--- config.mk ---
export PLATFORM = sky130hd
export DESIGN_NAME = golts_div
export DESIGN_NICKNAME = d
export VERILOG_FILES = /design/src/granular_ola_time_stretch_defines.svh /design/src/golts_pkg.sv /design/src/golts_div.sv
export SDC_FILE = /design/constraint.sdc
export NUM_CORES = 1
export LEC_CHECK = 0
export BUFFER_PORTS_ARGS = -buffer_cell sky130_fd_sc_hd__buf_2
export CAP_MARGIN = 40
export CORE_MARGIN = 1.5
export CORE_UTILIZATION = 50
export DETAILED_ROUTE_END_ITERATION = 8
export HOLD_SLACK_MARGIN = 0.08
export PLACE_DENSITY = 0.77
export REMOVE_ABC_BUFFERS = 1
export SLEW_MARGIN = 20
export SYNTH_ARGS = -nofsm -noshare
export SYNTH_HDL_FRONTEND = slang
export SYNTH_SLANG_ARGS = --single-unit
--- constraint.sdc ---
create_clock -name clk_i -period 5.16 [get_ports clk_i]
set_clock_uncertainty 0.05 [all_clocks]
set_input_delay 0 -clock clk_i [delete_from_list [all_inputs] [get_ports clk_i]]
set_output_delay 0 -clock clk_i [all_outputs]
set_load 0.01 [all_outputs]
--- src/granular_ola_time_stretch_defines.svh ---
// ---------------------------------------------------------------------------
// Assertion macros shared by the time stretcher RTL
// ---------------------------------------------------------------------------
`ifndef GRANULAR_OLA_TIME_STRETCH_DEFINES_SVH
`define GRANULAR_OLA_TIME_STRETCH_DEFINES_SVH

// Concurrent check on clk_i, off while in reset
`define GOLTS_ASSERT(name, prop, msg) \
  name: assert property (@(posedge clk_i) disable iff (!rst_ni) prop) \
    else $error(msg);

// Condition that must never hold outside reset
`define GOLTS_NEVER(name, cond, msg) \
  name: assert property (@(posedge clk_i) disable iff (!rst_ni) !(cond)) \
    else $error(msg);

`endif

--- src/golts_pkg.sv ---
`timescale 1ns / 1ps
// ---------------------------------------------------------------------------
// golts_pkg
// Shared constants, types and the window table builder of the time stretcher.
// ---------------------------------------------------------------------------
package golts_pkg;

  localparam int unsigned GrainLength   = 2048;
  localparam int unsigned BufferDepth   = 8192;
  localparam int unsigned JitterSpan    = 64;
  localparam int unsigned GrainCountDef = 4;

  localparam int unsigned HopLength = GrainLength / 2;
  localparam int unsigned PhaseW    = $clog2(GrainLength);
  localparam int unsigned AddrW     = $clog2(BufferDepth);
  localparam int unsigned FillW     = AddrW + 1;
  localparam int unsigned HeadW     = AddrW + 12;
  localparam int unsigned LaunchW   = $clog2(HopLength);
  localparam int unsigned SampleW   = 16;
  localparam int unsigned WinW      = 16;
  localparam int unsigned StretchW  = 15;
  localparam int unsigned ScaleW    = 13;
  localparam int unsigned LcgW      = 32;
  localparam int unsigned DivW      = $clog2(HopLength) + 25;
  localparam int unsigned DvsW      = 15;
  localparam int unsigned JitW      = 9;

  localparam logic [LcgW-1:0] LcgMul = 32'd1664525;
  localparam logic [LcgW-1:0] LcgAdd = 32'd1013904223;
  localparam logic [DvsW-1:0] JitMod = DvsW'(2 * JitterSpan + 1);
  localparam logic [DivW-1:0] AdvNum = DivW'(HopLength) << 24;
  localparam logic [StretchW-1:0] UnityQ12 = 15'd4096;

  // configuration port
  localparam int unsigned CfgIdxW  = 2;
  localparam int unsigned CfgDataW = 32;
  localparam logic [CfgIdxW-1:0] CfgStretch = 2'd0;
  localparam logic [CfgIdxW-1:0] CfgSeed    = 2'd1;

  typedef enum logic [3:0] {
    ST_IDLE,
    ST_ADV_START,
    ST_ADV_WAIT,
    ST_LCG,
    ST_MOD_START,
    ST_MOD_WAIT,
    ST_JIT,
    ST_PLACE,
    ST_HEAD,
    ST_RD,
    ST_MAC,
    ST_OUT
  } golts_state_e;

  typedef struct packed {
    logic            start;
    logic [DivW-1:0] dividend;
    logic [DvsW-1:0] divisor;
  } golts_div_req_t;

  typedef struct packed {
    logic            done;
    logic [DivW-1:0] quot;
    logic [DvsW-1:0] rem;
  } golts_div_rsp_t;

  typedef struct packed {
    logic                      we;
    logic [AddrW-1:0]          waddr;
    logic signed [SampleW-1:0] wl;
    logic signed [SampleW-1:0] wr;
    logic [AddrW-1:0]          raddr;
  } golts_store_req_t;

  typedef struct packed {
    logic signed [SampleW-1:0] rl;
    logic signed [SampleW-1:0] rr;
  } golts_store_rsp_t;

  typedef logic [WinW-1:0] golts_win_tab_t [GrainLength];

  localparam logic [63:0] HannDen = 64'(GrainLength - 1);
  localparam logic [63:0] PiQ30   = 64'd3373259426;
  localparam logic [63:0] TaylorDiv [6] = '{64'd6, 64'd20, 64'd42, 64'd72, 64'd110, 64'd156};

  // sin^2 window in Q1.15, Taylor series in Q30 on the folded index
  function automatic logic [WinW-1:0] hann_value(logic [63:0] k);
    logic [63:0] m;
    logic [63:0] t;
    logic [63:0] y;
    logic [63:0] y2;
    logic [63:0] term;
    logic [63:0] sum;
    logic [63:0] w;
    m = (k <= HannDen - k) ? k : HannDen - k;
    t = (m << 30) / HannDen;
    y = (PiQ30 * t) >> 30;
    y2 = (y * y) >> 30;
    term = y;
    sum = y;
    for (int n = 1; n <= 6; n++) begin
      term = ((term * y2) >> 30) / TaylorDiv[n-1];
      if (n % 2 == 1) begin
        sum = sum - term;
      end else begin
        sum = sum + term;
      end
    end
    w = (((sum * sum) >> 30) + 64'd16384) >> 15;
    if (w > 64'd32768) begin
      w = 64'd32768;
    end
    return w[WinW-1:0];
  endfunction

  function automatic golts_win_tab_t hann_table();
    golts_win_tab_t tab;
    for (int i = 0; i < GrainLength; i++) begin
      tab[i] = hann_value(64'(i));
    end
    return tab;
  endfunction

endpackage

--- src/golts_div.sv ---
`timescale 1ns / 1ps
// ---------------------------------------------------------------------------
// golts_div
// Restoring serial divider, one quotient bit per cycle.
// ---------------------------------------------------------------------------
module golts_div (
  input  logic                     clk_i,
  input  logic                     rst_ni,
  input  golts_pkg::golts_div_req_t req_i,
  output golts_pkg::golts_div_rsp_t rsp_o
);
  import golts_pkg::*;

  localparam int unsigned CntW = $clog2(DivW + 1);

  logic            busy_q, busy_d;
  logic            done_q, done_d;
  logic [CntW-1:0] cnt_q, cnt_d;
  logic [DivW-1:0] quo_q, quo_d;
  logic [DvsW-1:0] rem_q, rem_d;
  logic [DvsW-1:0] dvs_q, dvs_d;
  logic [DvsW:0]   rsh;
  logic [DvsW:0]   diff;
  logic            ge;

  assign rsh  = {rem_q, quo_q[DivW-1]};
  assign ge   = rsh >= {1'b0, dvs_q};
  assign diff = rsh - {1'b0, dvs_q};

  always_comb begin
    busy_d = busy_q;
    done_d = 1'b0;
    cnt_d  = cnt_q;
    quo_d  = quo_q;
    rem_d  = rem_q;
    dvs_d  = dvs_q;
    if (req_i.start) begin
      busy_d = 1'b1;
      cnt_d  = CntW'(DivW);
      quo_d  = req_i.dividend;
      rem_d  = '0;
      dvs_d  = req_i.divisor;
    end else if (busy_q) begin
      quo_d = {quo_q[DivW-2:0], ge};
      rem_d = ge ? diff[DvsW-1:0] : rsh[DvsW-1:0];
      cnt_d = cnt_q - 1'b1;
      if (cnt_q == CntW'(1)) begin
        busy_d = 1'b0;
        done_d = 1'b1;
      end
    end
  end

  always_ff @(posedge clk_i or negedge rst_ni) begin
    if (!rst_ni) begin
      busy_q <= 1'b0;
      done_q <= 1'b0;
      cnt_q  <= '0;
    end else begin
      busy_q <= busy_d;
      done_q <= done_d;
      cnt_q  <= cnt_d;
    end
  end

  always_ff @(posedge clk_i) begin
    quo_q <= quo_d;
    rem_q <= rem_d;
    dvs_q <= dvs_d;
  end

  assign rsp_o.done = done_q;
  assign rsp_o.quot = quo_q;
  assign rsp_o.rem  = rem_q;

endmodule

# Word-level counts from Yosys, hierarchy flattened
# Cells that the tools add are included.
[totals] regBits=73 latchBits=0 ramBits=0 rom_bits=0 output_inout_bits=51 mem_count=0
[classes] add_sub_neg=2 multipliers=0 div=0 n_lt_le_gt_ge=1 eq_ne=1 shifts=0 mux=11 n_bitwise=0 reduce_logical=1
[ops] op="$mux 35" n=2
[ops] op="$ge 16x15->1" n=1
[ops] op="$mux 15" n=1
[ops] op="$sub 15x15->15" n=1
[ops] op="$mux 6" n=2
[ops] op="$eq 6x1->1 const B" n=1
[ops] op="$mux 1" n=6
[ops] op="$sub 6x1->6 const B" n=1
[ops] op="$reduce_bool 2->1" n=1

# Logic depth before layout (Yosys ltp)
# Gate-level depths: netlist of the first run.
[logic_depth] word_depth=4 ltp_mapped=12

# Least setup slack after synthesis of the first run
# OpenSTA, ideal clock, no wires.
[synth_timing] path_kind="reg2reg" startpoint="register quo_q[34]" endpoint="register rem_q[0]" setup_ns=0.079 t_arrival_ns=2.524 t_required_ns=5.031 slack_ns=2.507 stages_incl_launch_ff=12 path_buffers=1 synth_period_minus_slack_ns=2.653 cell_sequence="edfxtp_1 inv_1 ha_1 fa_1 nand2b_1 a21oi_1 nor2_1 o31ai_1 a41oi_2 buf_6 mux2_4 a211oi_2"
[synth_between] elab_chain_len=2
[synth_lines] item="start: declaration" line_no="golts_div.sv:19" source="logic [DivW-1:0] quo_q, quo_d;"
[synth_lines] item="start signal: assignment" line_no="golts_div.sv:67" source="quo_q <= quo_d;"
[synth_lines] item="$sub 15x15->15 / $ge 16x15->1 (equally long branches)" line_no="golts_div.sv:28, golts_div.sv:27"
[synth_lines] item="$mux 15 (*)" line_no="golts_div.sv:45" source="rem_d = ge ? diff[DvsW-1:0] : rsh[DvsW-1:0];"
[synth_lines] item="end signal: assignment" line_no="golts_div.sv:68" source="rem_q <= rem_d;"
[synth_lines] item="end: declaration" line_no="golts_div.sv:20" source="logic [DvsW-1:0] rem_q, rem_d;"
# Every way passes the cells marked *; elsewhere a longest branch is shown, timed or not.
# A chain may end at the register's enable or synchronous reset.

# Final worst setup path of the first run
[layout_timing] startpoint="register quo_q[34]" endpoint="register rem_q[5]"
# The elaborated chain is that of the path after synthesis.

==> results of run 1 <==
-- where the power goes --
part / switching (mW) / internal (mW) / leakage [nW]
Combinational: 0.429 / 0.407 / 1.52
Sequential: 0.0828 / 0.732 / 0.734
Clock: 0.210 / 0.223 / 0.0949
-- critical path: cells and delay by family, from the launching register on --
kind	cells	cell delay, ps
simple gates	3	640
buf+inv	2	310
fa+ha+maj	2	620
compound gates	4	900
flops	1	350
-- logic make-up (layout without fill, tap and decap cells) --
group	after synthesis	in the layout	synth area share [%]
muxes	44	44	13.0
AOI/OAI and AO/OA	58	58	11.5
buffers and inverters	38	200	4.53
and+or+nand+nor	68	68	8.93
DFF	73	73	52.9
adders and majority gates	18	18	6.15
xor gates and xnor gates	13	13	3.01
-- flip-flops by register name (all words and copies together) (netlist names) --
signal / count
dvs_q: 15
cnt_q: 6
quo_q: 35
done_q: 1
rem_q: 15
busy_q: 1
-- synthesized netlist by cell type (3+ instances only) --
master    number  area (sq um)
clkbuf_1       9          33.8
a21oi_1        7          35.0
ha_1          17           213
a311oi_1       3          26.3
xnor2_1       10          87.6
xor2_1         3          26.3
dfrtp_1        8           200
edfxtp_1      50          1500
nand2_1       12          45.0
mux2_2        34           383
a211oi_1      11          82.6
or3_1          3          18.8
and3_1         5          31.3
nor4_1         3          18.8
nor2_1        30           113
mux2i_1        8          80.1
a21o_1         4          30.0
inv_1         23          86.3
dfxtp_1       15           300
o21ai_0        9          45.0
-- per-stage QoR --
step	total power [mW]	instance area [sq um]	worst slack, ps
final	2.08	5090	2200
after global routing	2.22	5090	1980
after CTS	2.09	5090	2190
after detailed placement	1.61	4380	2230
after global placement	1.60	4370	2300
after floorplan	1.38	3700	2090
-- layer usage --
metal  vias to the layer above  share of wire, %
met5                         -                 0
met4                         0               1.6
met3                        15               6.7
met2                       102                49
met1                      1402                43
li1                       1462                 -
-- worst max path at each step --
stage / slack, ps / end / cells after the start / startpoint
CTS: 2190 / rem_q[5]$_SDFFE_PP0P_ / 11 / quo_q[34]$_DFFE_PP_
global route: 1980 / rem_q[5]$_SDFFE_PP0P_ / 11 / quo_q[34]$_DFFE_PP_
finish: 2200 / rem_q[5]$_SDFFE_PP0P_ / 11 / quo_q[34]$_DFFE_PP_
detailed placement: 2230 / rem_q[5]$_SDFFE_PP0P_ / 11 / quo_q[34]$_DFFE_PP_
floorplan: 2090 / rem_q[5]$_SDFFE_PP0P_ / 10 / quo_q[34]$_DFFE_PP_
global placement: 2300 / rem_q[5]$_SDFFE_PP0P_ / 11 / quo_q[34]$_DFFE_PP_
-- repair_timing --
action,CTS,global route
resized for setup,0,0
hold buffers,53,0
setup endpoints to repair,0,0
hold endpoints to repair,61,0
-- cell type report --
type | count | share of cell area (%)
Tap cell | 99 | 2.43
Sequential cell | 73 | 39.3
Clock inverter | 5 | 1.11
Multi-Input combinational cell | 201 | 31.6
Inverter | 24 | 1.77
Timing Repair Buffer | 160 | 21.2
Clock buffer | 11 | 2.58
==> reports/qor.json, run 1 <==
{
  "timing.reg2reg.setup_slack": {"value": 2200, "unit": "ps"},
  "grt_start_max_net_pins": {"value": 47},
  "timing.critical_path.slowest_stage_cell": {"value": "fa_1"},
  "clock_insertion_delay_at_the_later_pin_of_the_skew_report": {"value": 350, "unit": "ps"},
  "finish.utilization": {"value": 69.9, "unit": "%"},
  "finalCritPeriodShare": {"value": 57.3, "unit": "%"},
  "timing.max_slew.rel_slack": {"value": 60.2, "unit": "%"},
  "min_delay_worst_endpoint": {"value": "dvs_q[1]$_DFFE_PP_"},
  "start_to_end_type_of_the_worst_setup_path": {"value": "reg -> reg"},
  "slew_at_the_pin_closest_to_its_max_slew_limit": {"value": 597, "unit": "ps"},
  "core.rowCount": {"value": 31},
  "initial_utilization": {"value": 51.9, "unit": "%"},
  "dieArea": {"value": 8100, "unit": "sq um"},
  "design.core.area": {"value": 7290, "unit": "sq um"},
  "grt_util_met3": {"value": 7.95, "unit": "%"},
  "synthCells": {"value": 312},
  "detail_route.first_pass.iterations": {"value": 4},
  "num-nets-final": {"value": 540},
  "antenna_found_initial": {"value": 0},
  "die_y": {"value": 90.0, "unit": "microns"},
  "finalSetupViolations": {"value": 0},
  "clockRootBuffer": {"value": "clkbuf_8"},
  "grt_setup_unrepaired": {"value": "no"},
  "regToRegEndpoint": {"value": "rem_q[5]$_SDFFE_PP0P_"},
  "detailroute.via_count": {"value": 2981},
  "synth_enable_flop_cells": {"value": 50},
  "first_iter_violations": {"value": 128},
  "finalHoldViolCount": {"value": 0},
  "gr-max-usage-layer": {"value": "met2"},
  "whs_path_depth": {"value": 2},
  "irDropWorstVdd": {"value": 0.000230, "unit": "V"},
  "rr_worst_depth": {"value": 11},
  "global_route_wire_length_before_repair": {"value": 14.4, "unit": "mm"},
  "final_slew_violations": {"value": 0},
  "min_delay_path_class": {"value": "in -> reg"},
  "final.min_clock_period": {"value": 2960, "unit": "ps"},
  "slowest_delay": {"value": 400, "unit": "ps"},
  "holdCritStartpoint": {"value": "req_i[1]"},
  "average_detailed_routed_wire_length_per_instance": {"value": 15.3, "unit": "microns"},
  "dpl.hpwl": {"value": 5.47, "unit": "mm"},
  "grt.total_usage": {"value": 22.5, "unit": "%"},
  "multi_input_comb_area": {"value": 1610, "unit": "sq um"},
  "total_number_of_clock_tree_sinks": {"value": 73},
  "fill_cells": {"value": 563},
  "post-cts-setup-buffer-count": {"value": 0},
  "async_flop_share": {"value": 11.0, "unit": "%"},
  "cap_viol_max_count": {"value": 0},
  "worstSetupStartpointType": {"value": "flop"},
  "die_x": {"value": 90.0, "unit": "microns"},
  "gp_congestion": {"value": 0.841},
  "cts_buffers": {"value": 9},
  "synth.ff_latch_count": {"value": 73},
  "clk_pin_slew": {"value": 80, "unit": "ps"},
  "instances_no_fill": {"value": 573},
  "synthesis.area_per_instance": {"value": 12.1, "unit": "sq um"},
  "clock.fmax": {"value": 338, "unit": "MHz"},
  "synth_cell_type_count": {"value": 60},
  "timing.rr.start": {"value": "quo_q[34]$_DFFE_PP_"},
  "ys_dominant_reg_cell": {"value": "edfxtp_1"},
  "netlist_area": {"value": 3780, "unit": "sq um"},
  "critical_path.cell_chain": {"value": "inv_1 -> ha_1 -> fa_1 -> nand2b_1 -> a21oi_1 -> nor2_1 -> o31ai_1 -> a41oi_2 -> buf_4 -> or3_1 -> a311oi_1"},
  "final_layout_size_suffix_gt1_share": {"value": 35.0, "unit": "%"},
  "p_leak": {"value": 2.35, "unit": "nW"},
  "grt_use_met1": {"value": 27.1, "unit": "%"},
  "critPathRequiredTime": {"value": 5370, "unit": "ps"},
  "setup_total_negative_slack": {"value": 0, "unit": "ps"},
  "grt.overflow.total": {"value": 0},
  "total_of_warnings_raised_by_yosys": {"value": 0},
  "final_common_cell": {"value": "buf_2"},
  "detail_route.vias_per_cell": {"value": 5.20},
  "grt_pass1_vias": {"value": 2993},
  "area_delta_synth_final": {"value": 34.6, "unit": "%"},
  "grtUsageMet2": {"value": 37.8, "unit": "%"},
  "h-tree-depth": {"value": 3},
  "ant_nets": {"value": 0},
  "dpl.cell_count": {"value": 504},
  "worst_ep_arrival_time": {"value": 3170, "unit": "ps"},
  "register_area": {"value": 2000, "unit": "sq um"},
  "insertedDiodeCount": {"value": 0},
  "power_per_cell_area": {"value": 409, "unit": "nW/um^2"},
  "synth-seq-area-share": {"value": 52.9, "unit": "%"},
  "setup.worst_path.end_class": {"value": "flop"},
  "run_status": {"value": "finished clean"},
  "fin_worst_hold_slack": {"value": 308, "unit": "ps"},
  "final_cell_mix": {"value": "buf_2, dlygate4sd3_1, edfxtp_1, mux2_2, nor2_1"},
  "drt_wirelength": {"value": 8.76, "unit": "mm"},
  "crit_path_max_fanout": {"value": 20},
  "clk_path_buf_depth": {"value": 2},
  "cts_tree": {"value": "built"},
  "numPortBuffers": {"value": 103},
  "num_io_pins": {"value": 104},
  "drt_drc_violations_left": {"value": 0}
}
Note: power is estimated with default switching activity, not from simulation.
==> inputs of run 2 (changes only) <==
Settings changed: ABC_AREA set to 1, CORE_UTILIZATION 50 to 48, PLACE_DENSITY 0.77 to 0.76.
Clock period 5.16 ns to 2.5 ns, I/O delays scaled along.
==> run 2 against run 1 <==
  * Cell count rose by 36%
  * Register-to-register slack lost 2000 ps
  * Global-route usage grew 2.5 points
  * Non-clock buffer count rose by 1
  * Fmax is 28% higher
  * Count of clock-buffer cells in the layout is 1 lower
  * Worst hold slack worse by 160 ps
  * Sequential cell count unchanged
  * Combinational power rose by 110%
  * Highest routed layer unchanged
==> reports/qor.json, run 2 <==
{
  "h-tree-depth": {"value": 3},
  "cp.depth": {"value": 13},
  "total_of_warnings_raised_by_yosys": {"value": 0},
  "detail_route.first_pass.iterations": {"value": 5},
  "synth.ff_latch_count": {"value": 73},
  "async_flop_share": {"value": 11.0, "unit": "%"},
  "final_slew_violations": {"value": 0},
  "crit_path_max_fanout": {"value": 17},
  "grt_pass1_vias": {"value": 3733},
  "grt_start_max_net_pins": {"value": 34},
  "worst_ep_arrival_time": {"value": 2480, "unit": "ps"},
  "clock_insertion_delay_at_the_later_pin_of_the_skew_report": {"value": 340, "unit": "ps"},
  "netlist_area": {"value": 4070, "unit": "sq um"},
  "final_layout_size_suffix_gt1_share": {"value": 20.0, "unit": "%"},
  "final_cell_mix": {"value": "nand2_1, buf_2, inv_1, dlygate4sd3_1, edfxtp_1"},
  "cts_buffers": {"value": 9},
  "gp_congestion": {"value": 0.919},
  "die_x": {"value": 95.1, "unit": "microns"},
  "run_status": {"value": "finished clean"},
  "average_detailed_routed_wire_length_per_instance": {"value": 13.4, "unit": "microns"},
  "ctsResizeCount": {"value": 0},
  "dpl.hpwl": {"value": 6.77, "unit": "mm"},
  "num_io_pins": {"value": 104},
  "p_leak": {"value": 2.90, "unit": "nW"},
  "total_number_of_clock_tree_sinks": {"value": 73},
  "largest_reg_flops": {"value": 35},
  "numPortBuffers": {"value": 103},
  "clk_path_buf_depth": {"value": 2},
  "drt_wirelength": {"value": 10.5, "unit": "mm"},
  "global_route_wire_length_before_repair": {"value": 17.4, "unit": "mm"},
  "ys_dominant_reg_cell": {"value": "edfxtp_1"},
  "top_count_cell_post_synth": {"value": "nand2_1"},
  "slowest_delay": {"value": 420, "unit": "ps"},
  "critPathRequiredTime": {"value": 2670, "unit": "ps"},
  "synthCells": {"value": 513},
  "timing.max_slew.rel_slack": {"value": 60.3, "unit": "%"},
  "die_y": {"value": 95.1, "unit": "microns"},
  "final_common_cell": {"value": "nand2_1"},
  "critical_path.cell_chain": {"value": "inv_1 -> ha_1 -> fa_1 -> inv_1 -> nand2_1 -> nand2_1 -> nand3_1 -> nand3_1 -> nand2_4 -> nand2_4 -> nand2_1 -> nand3_1 -> o21ai_0"},
  "setup.worst_path.end_class": {"value": "flop"},
  "synthesis.area_per_instance": {"value": 7.94, "unit": "sq um"},
  "insertedDiodeCount": {"value": 0},
  "fill_cells": {"value": 672},
  "ys_top_cells_by_area": {"value": "edfxtp_1, nand2_1, dfxtp_1"},
  "synth_cell_type_count": {"value": 31},
  "slew_at_the_pin_closest_to_its_max_slew_limit": {"value": 596, "unit": "ps"},
  "netlist.top_cell.by_area": {"value": "edfxtp_1"},
  "min_delay_path_class": {"value": "in -> reg"},
  "register_area": {"value": 2000, "unit": "sq um"},
  "preCtsSetupSlack": {"value": 195, "unit": "ps"},
  "synth_largest_type_area_fraction": {"value": 36.9, "unit": "%"},
  "core.rowCount": {"value": 33},
  "finalSetupViolations": {"value": 0},
  "drt_drc_violations_left": {"value": 0},
  "grt_setup_unrepaired": {"value": "no"},
  "cap_viol_max_count": {"value": 0},
  "finalHoldViolCount": {"value": 0},
  "antenna_found_initial": {"value": 0},
  "setup_total_negative_slack": {"value": 0, "unit": "ps"},
  "start_to_end_type_of_the_worst_setup_path": {"value": "reg -> reg"},
  "synth_enable_flop_cells": {"value": 50},
  "critical-path-top-delay-family": {"value": "simple AND/OR/NAND/NOR gates"},
  "detailroute.via_count": {"value": 3844},
  "grt.total_usage": {"value": 25.1, "unit": "%"},
  "worstSetupStartpointType": {"value": "flop"},
  "top_register_by_number_of_flip_flops": {"value": "quo_q"},
  "initial_utilization": {"value": 49.6, "unit": "%"},
  "finalCritPeriodShare": {"value": 92.6, "unit": "%"},
  "clk_pin_slew": {"value": 80, "unit": "ps"},
  "design.core.area": {"value": 8220, "unit": "sq um"},
  "dieArea": {"value": 9040, "unit": "sq um"},
  "power_per_cell_area": {"value": 770, "unit": "nW/um^2"},
  "cts_tree": {"value": "built"},
  "cp_num_buf_inv": {"value": 2},
  "netlist_top_cells_count": {"value": "nand2_1, inv_1, edfxtp_1, nand3_1"},
  "irDropWorstVdd": {"value": 0.000501, "unit": "V"},
  "first_iter_violations": {"value": 183},
  "num-nets-final": {"value": 742},
  "timing.critical_path.slowest_stage_cell": {"value": "fa_1"},
  "final.min_clock_period": {"value": 2320, "unit": "ps"},
  "clock.fmax": {"value": 432, "unit": "MHz"},
  "multi_input_comb_area": {"value": 1710, "unit": "sq um"},
  "whs_path_depth": {"value": 1},
  "grt.overflow.total": {"value": 0},
  "area_delta_synth_final": {"value": 32.2, "unit": "%"},
  "synth-seq-area-share": {"value": 49.2, "unit": "%"},
  "biggestRegsByFlops": {"value": "quo_q x35, dvs_q x15, rem_q x15"},
  "clockRootBuffer": {"value": "clkbuf_8"},
  "detail_route.vias_per_cell": {"value": 4.92},
  "ant_nets": {"value": 0},
  "rr_worst_depth": {"value": 13},
  "timing.final.ws_setup": {"value": 184, "unit": "ps"}
}
==> run 2: cell types whose count changed in the layout (fill, tap and decap cells not counted), sizes merged, moves of 6 or more <==
cell,before,now
a211oi,12,0
and3,6,0
inv,23,75
mux2,36,0
mux2i,8,0
nand2,12,227
nand3,2,45
nor2,30,18
xnor2,10,3
==> run 2: what timing repair did <==
item                                    CTS  global route
endpoints found under the setup margin    0             0
hold endpoints to repair                 58             0
buffers inserted                          0             0
hold buffers                             52             0
==> run 2: cells by family after synthesis <==
kind of cell               Yosys count  synth area share (%)
xor gates and xnor gates             6                  1.29
DFF                                 73                  49.2
and+or+nand+nor                    307                  32.1
buffers and inverters               89                  8.85
adders and majority gates           18                  5.72
AOI/OAI and AO/OA                   20                  2.83
==> run 2: routing by layer <==
layer  track usage, %  part of all wire, %  routed length (microns)
met4             6.47                  1.2                      131
met1             31.6                   43                     4500
met2             42.4                   49                     5130
met5                0                    0                        0
met3             6.78                  7.0                      734
==> run 2: final cells by class <==
cell class,count,share of cell area (%)
inverter,75,5.23
timing repair buffer,161,20.3
clock inverter,6,0.674
tap,105,2.44
multi-input combinational,351,31.8
sequential,73,37.2
clock buffer,10,2.37
==> run 2: path summary, 6_finish.rpt <==
check	start	endpoint	slack, ps
setup / recovery	quo_q[34]$_DFFE_PP_	rem_q[1]$_SDFFE_PP0P_	180
hold / removal	req_i[50]	dvs_q[6]$_DFFE_PP_	150
setup reg to reg	quo_q[34]$_DFFE_PP_	rem_q[1]$_SDFFE_PP0P_	180
hold reg to reg	cnt_q[4]$_DFFE_PN0P_	cnt_q[4]$_DFFE_PN0P_	430
max in group asynchronous	rst_ni	cnt_q[5]$_DFFE_PN0P_	1550
min in group asynchronous	rst_ni	cnt_q[0]$_DFFE_PN0P_	570
==> run 2: power by group <==
group          switching, mW  internal [mW]
logic                   1.04          0.692
registers              0.131           1.48
clock network          0.445          0.356
total                   1.61           2.53
==> run 2: per-stage QoR <==
step	instances	hold WS (ps)	utilization (%)	power, mW	area (sq um)
floorplan	499	-346	-	2.79	3990
global placement	713	-199	57.2	3.25	4700
detailed placement	713	-197	57.2	3.29	4700
CTS	781	146	65.5	4.15	5380
global route	781	169	65.5	4.48	5380
finish	781	153	65.5	4.14	5380
==> inputs of run 3 (changes only) <==
Settings changed: ABC_AREA 1 to 0, CORE_UTILIZATION 48 to 40, PLACE_DENSITY 0.76 to 0.66.
==> run 3 against run 2 <==
  * The flow now finishes with violations (setup timing)
  * Register-to-register slack lost 220 ps
  * Sequential power increased by 3%
  * Via count decreased by 18%
  * Final area increased by 1.4%
  * Fmax is 8.7% lower
  * Total power is 20% higher
  * Count of clock-buffer cells in the layout unchanged
  * Worst hold slack improved by 170 ps
  * Clock power increased by 45%
  * Global-route usage is 5.4 points lower
  * Sequential share of layout area fell by 0.51 points
  * Largest power group unchanged
  * Highest routed layer unchanged
==> reports/qor.json, run 3 (synthesized netlist as in run 1, its figures left out) <==
{
  "run_status": {"value": "finished, violations left"},
  "failing_checks": {"value": "setup timing"},
  "global_route_wire_length_before_repair": {"value": 15.5, "unit": "mm"},
  "start_to_end_type_of_the_worst_setup_path": {"value": "reg -> reg"},
  "timing.final.ws_setup": {"value": -35.2, "unit": "ps"},
  "detail_route.vias_per_cell": {"value": 5.16},
  "irDropWorstVdd": {"value": 0.000446, "unit": "V"},
  "worst_ep_arrival_time": {"value": 2740, "unit": "ps"},
  "cts_tree": {"value": "built"},
  "power_per_cell_area": {"value": 914, "unit": "nW/um^2"},
  "finalHoldViolCount": {"value": 0},
  "p_int": {"value": 3.31, "unit": "mW"},
  "top_register_by_number_of_flip_flops": {"value": "quo_q"},
  "design.core.area": {"value": 9200, "unit": "sq um"},
  "num_io_pins": {"value": 104},
  "cp_num_buf_inv": {"value": 2},
  "timing.max_slew.rel_slack": {"value": 64.3, "unit": "%"},
  "ant_nets": {"value": 0},
  "power_switching_share": {"value": 33.6, "unit": "%"},
  "grt_pass1_vias": {"value": 3346},
  "drt_wirelength": {"value": 9.42, "unit": "mm"},
  "die_x": {"value": 100, "unit": "microns"},
  "clock_insertion_delay_at_the_later_pin_of_the_skew_report": {"value": 350, "unit": "ps"},
  "placement.cell_area": {"value": 4570, "unit": "sq um"},
  "p_leak": {"value": 2.52, "unit": "nW"},
  "clockRootBuffer": {"value": "clkbuf_8"},
  "final_cell_mix": {"value": "buf_2, dlygate4sd3_1, edfxtp_1, mux2_2, nor2_1"},
  "final_slew_violations": {"value": 0},
  "postLayoutCellArea": {"value": 5460, "unit": "sq um"},
  "first_iter_violations": {"value": 93},
  "min_delay_path_class": {"value": "in -> reg"},
  "average_detailed_routed_wire_length_per_instance": {"value": 15.4, "unit": "microns"},
  "drt_drc_violations_left": {"value": 0},
  "num-nets-final": {"value": 565},
  "final.min_clock_period": {"value": 2540, "unit": "ps"},
  "p_clk_share": {"value": 23.2, "unit": "%"},
  "core.rowCount": {"value": 35},
  "critical_path.cell_chain": {"value": "ha_4 -> fa_2 -> nand2b_4 -> a21oi_4 -> nor2_2 -> o31ai_2 -> a41oi_2 -> buf_6 -> buf_12 -> mux2i_1 -> a211oi_1"},
  "cap_viol_max_count": {"value": 0},
  "cts_buffers": {"value": 9},
  "detailroute.via_count": {"value": 3145},
  "final_layout_size_suffix_gt1_share": {"value": 40.9, "unit": "%"},
  "crit_path_max_fanout": {"value": 7},
  "initial_utilization": {"value": 41.2, "unit": "%"},
  "slew_at_the_pin_closest_to_its_max_slew_limit": {"value": 530, "unit": "ps"},
  "critPathRequiredTime": {"value": 2710, "unit": "ps"},
  "detail_route.first_pass.iterations": {"value": 4},
  "total_number_of_clock_tree_sinks": {"value": 73},
  "dpl.hpwl": {"value": 6.06, "unit": "mm"},
  "power": {"value": 4.99, "unit": "mW"},
  "die_y": {"value": 100, "unit": "microns"},
  "setup.worst_path.end_class": {"value": "flop"},
  "p_sw": {"value": 1.68, "unit": "mW"},
  "dieArea": {"value": 10100, "unit": "sq um"},
  "critical-path-top-delay-family": {"value": "compound AO/OA/AOI/OAI gates"},
  "grt_setup_unrepaired": {"value": "yes"},
  "timing.critical_path.slowest_stage_cell": {"value": "edfxtp_1"},
  "antenna_found_initial": {"value": 0},
  "numPortBuffers": {"value": 103},
  "grt_start_max_net_pins": {"value": 38},
  "clock.fmax": {"value": 394, "unit": "MHz"},
  "clk_path_buf_depth": {"value": 2},
  "largest_reg_flops": {"value": 35},
  "insertedDiodeCount": {"value": 0},
  "final_common_cell": {"value": "buf_2"},
  "area_delta_synth_final": {"value": 44.2, "unit": "%"},
  "slowest_delay": {"value": 440, "unit": "ps"},
  "finalSetupViolations": {"value": 3},
  "clk_pin_slew": {"value": 80, "unit": "ps"},
  "biggestRegsByFlops": {"value": "quo_q x35, dvs_q x15, rem_q x15"},
  "finalCritPeriodShare": {"value": 101, "unit": "%"},
  "grt.overflow.total": {"value": 0},
  "gp_congestion": {"value": 0.845},
  "grt.total_usage": {"value": 19.7, "unit": "%"},
  "h-tree-depth": {"value": 3},
  "worstSetupStartpointType": {"value": "flop"},
  "share_comb_of_total_power": {"value": 43.5, "unit": "%"},
  "seq_power_share": {"value": 33.3, "unit": "%"}
}
[run 3: cell type report]
cell class / count / area [sq um]
inverter: 24 / 90.1
sequential: 73 / 2000
fill: 779 / 3740
tap: 111 / 139
multi-input combinational: 201 / 1700
clock buffer: 10 / 128
clock inverter: 6 / 116
timing repair buffer: 185 / 1280
[run 3: metrics by stage]
stage               worst slack, ps  hold slack (ps)  instances  TNS (ps)  utilization [%]
finish                        -35.2              318        610     -83.0             59.3
CTS                           -28.5              295        608     -52.3             58.7
global placement               -229             -198        538     -2570             49.6
floorplan                      -569             -346        298     -5570                -
global route                   -182              301        610     -1950             59.3
detailed placement             -407             -198        538     -4290             49.6
[run 3: repair_timing]
action,4_1_cts,5_1_grt
resized for setup,14,6
endpoints found under the setup margin,16,15
setup buffers,2,2
pin swaps,9,8
hold endpoints to repair,62,0
hold buffers,53,0
[run 3: worst register-to-register path, stage by stage, from the launching register on]
cell and delay, ps:
edfxtp_1 440, ha_4 190, fa_2 340, nand2b_4 160, a21oi_4 170, nor2_2 60, o31ai_2 190, a41oi_2 200
buf_6 190, buf_12 130, mux2i_1 110, a211oi_1 220
[run 3: metal layers]
metal,wire (microns),global-route usage [%]
met3,474,5.15
met4,135,6.93
met2,4610,33.3
met5,0,0
met1,4200,24.4
[run 3: final timing paths]
check	from	end	slack [ps]	depth (start not counted)
min	req_i[12]	dvs_q[12]$_DFFE_PP_	320	2
max reg2reg	dvs_q[0]$_DFFE_PP_	rem_q[6]$_SDFFE_PP0P_	-40	11
min reg2reg	rem_q[14]$_SDFFE_PP0P_	rem_q[14]$_SDFFE_PP0P_	470	2
max in group asynchronous	rst_ni	cnt_q[0]$_DFFE_PN0P_	1560	3
min in group asynchronous	rst_ni	cnt_q[4]$_DFFE_PN0P_	560	3
max	dvs_q[0]$_DFFE_PP_	rem_q[6]$_SDFFE_PP0P_	-40	11
[run 3: power by group through the flow]
| stage | registers [mW] | clock network (mW) | logic, mW |
|---|---|---|---|
| after global placement | 1.67 | 0 | 1.91 |
| final | 1.66 | 1.16 | 2.17 |
| after global routing | 1.68 | 1.22 | 2.38 |
| after CTS | 1.65 | 1.17 | 2.11 |
| after detailed placement | 1.68 | 0 | 1.95 |
| after floorplan | 1.75 | 0 | 1.10 |
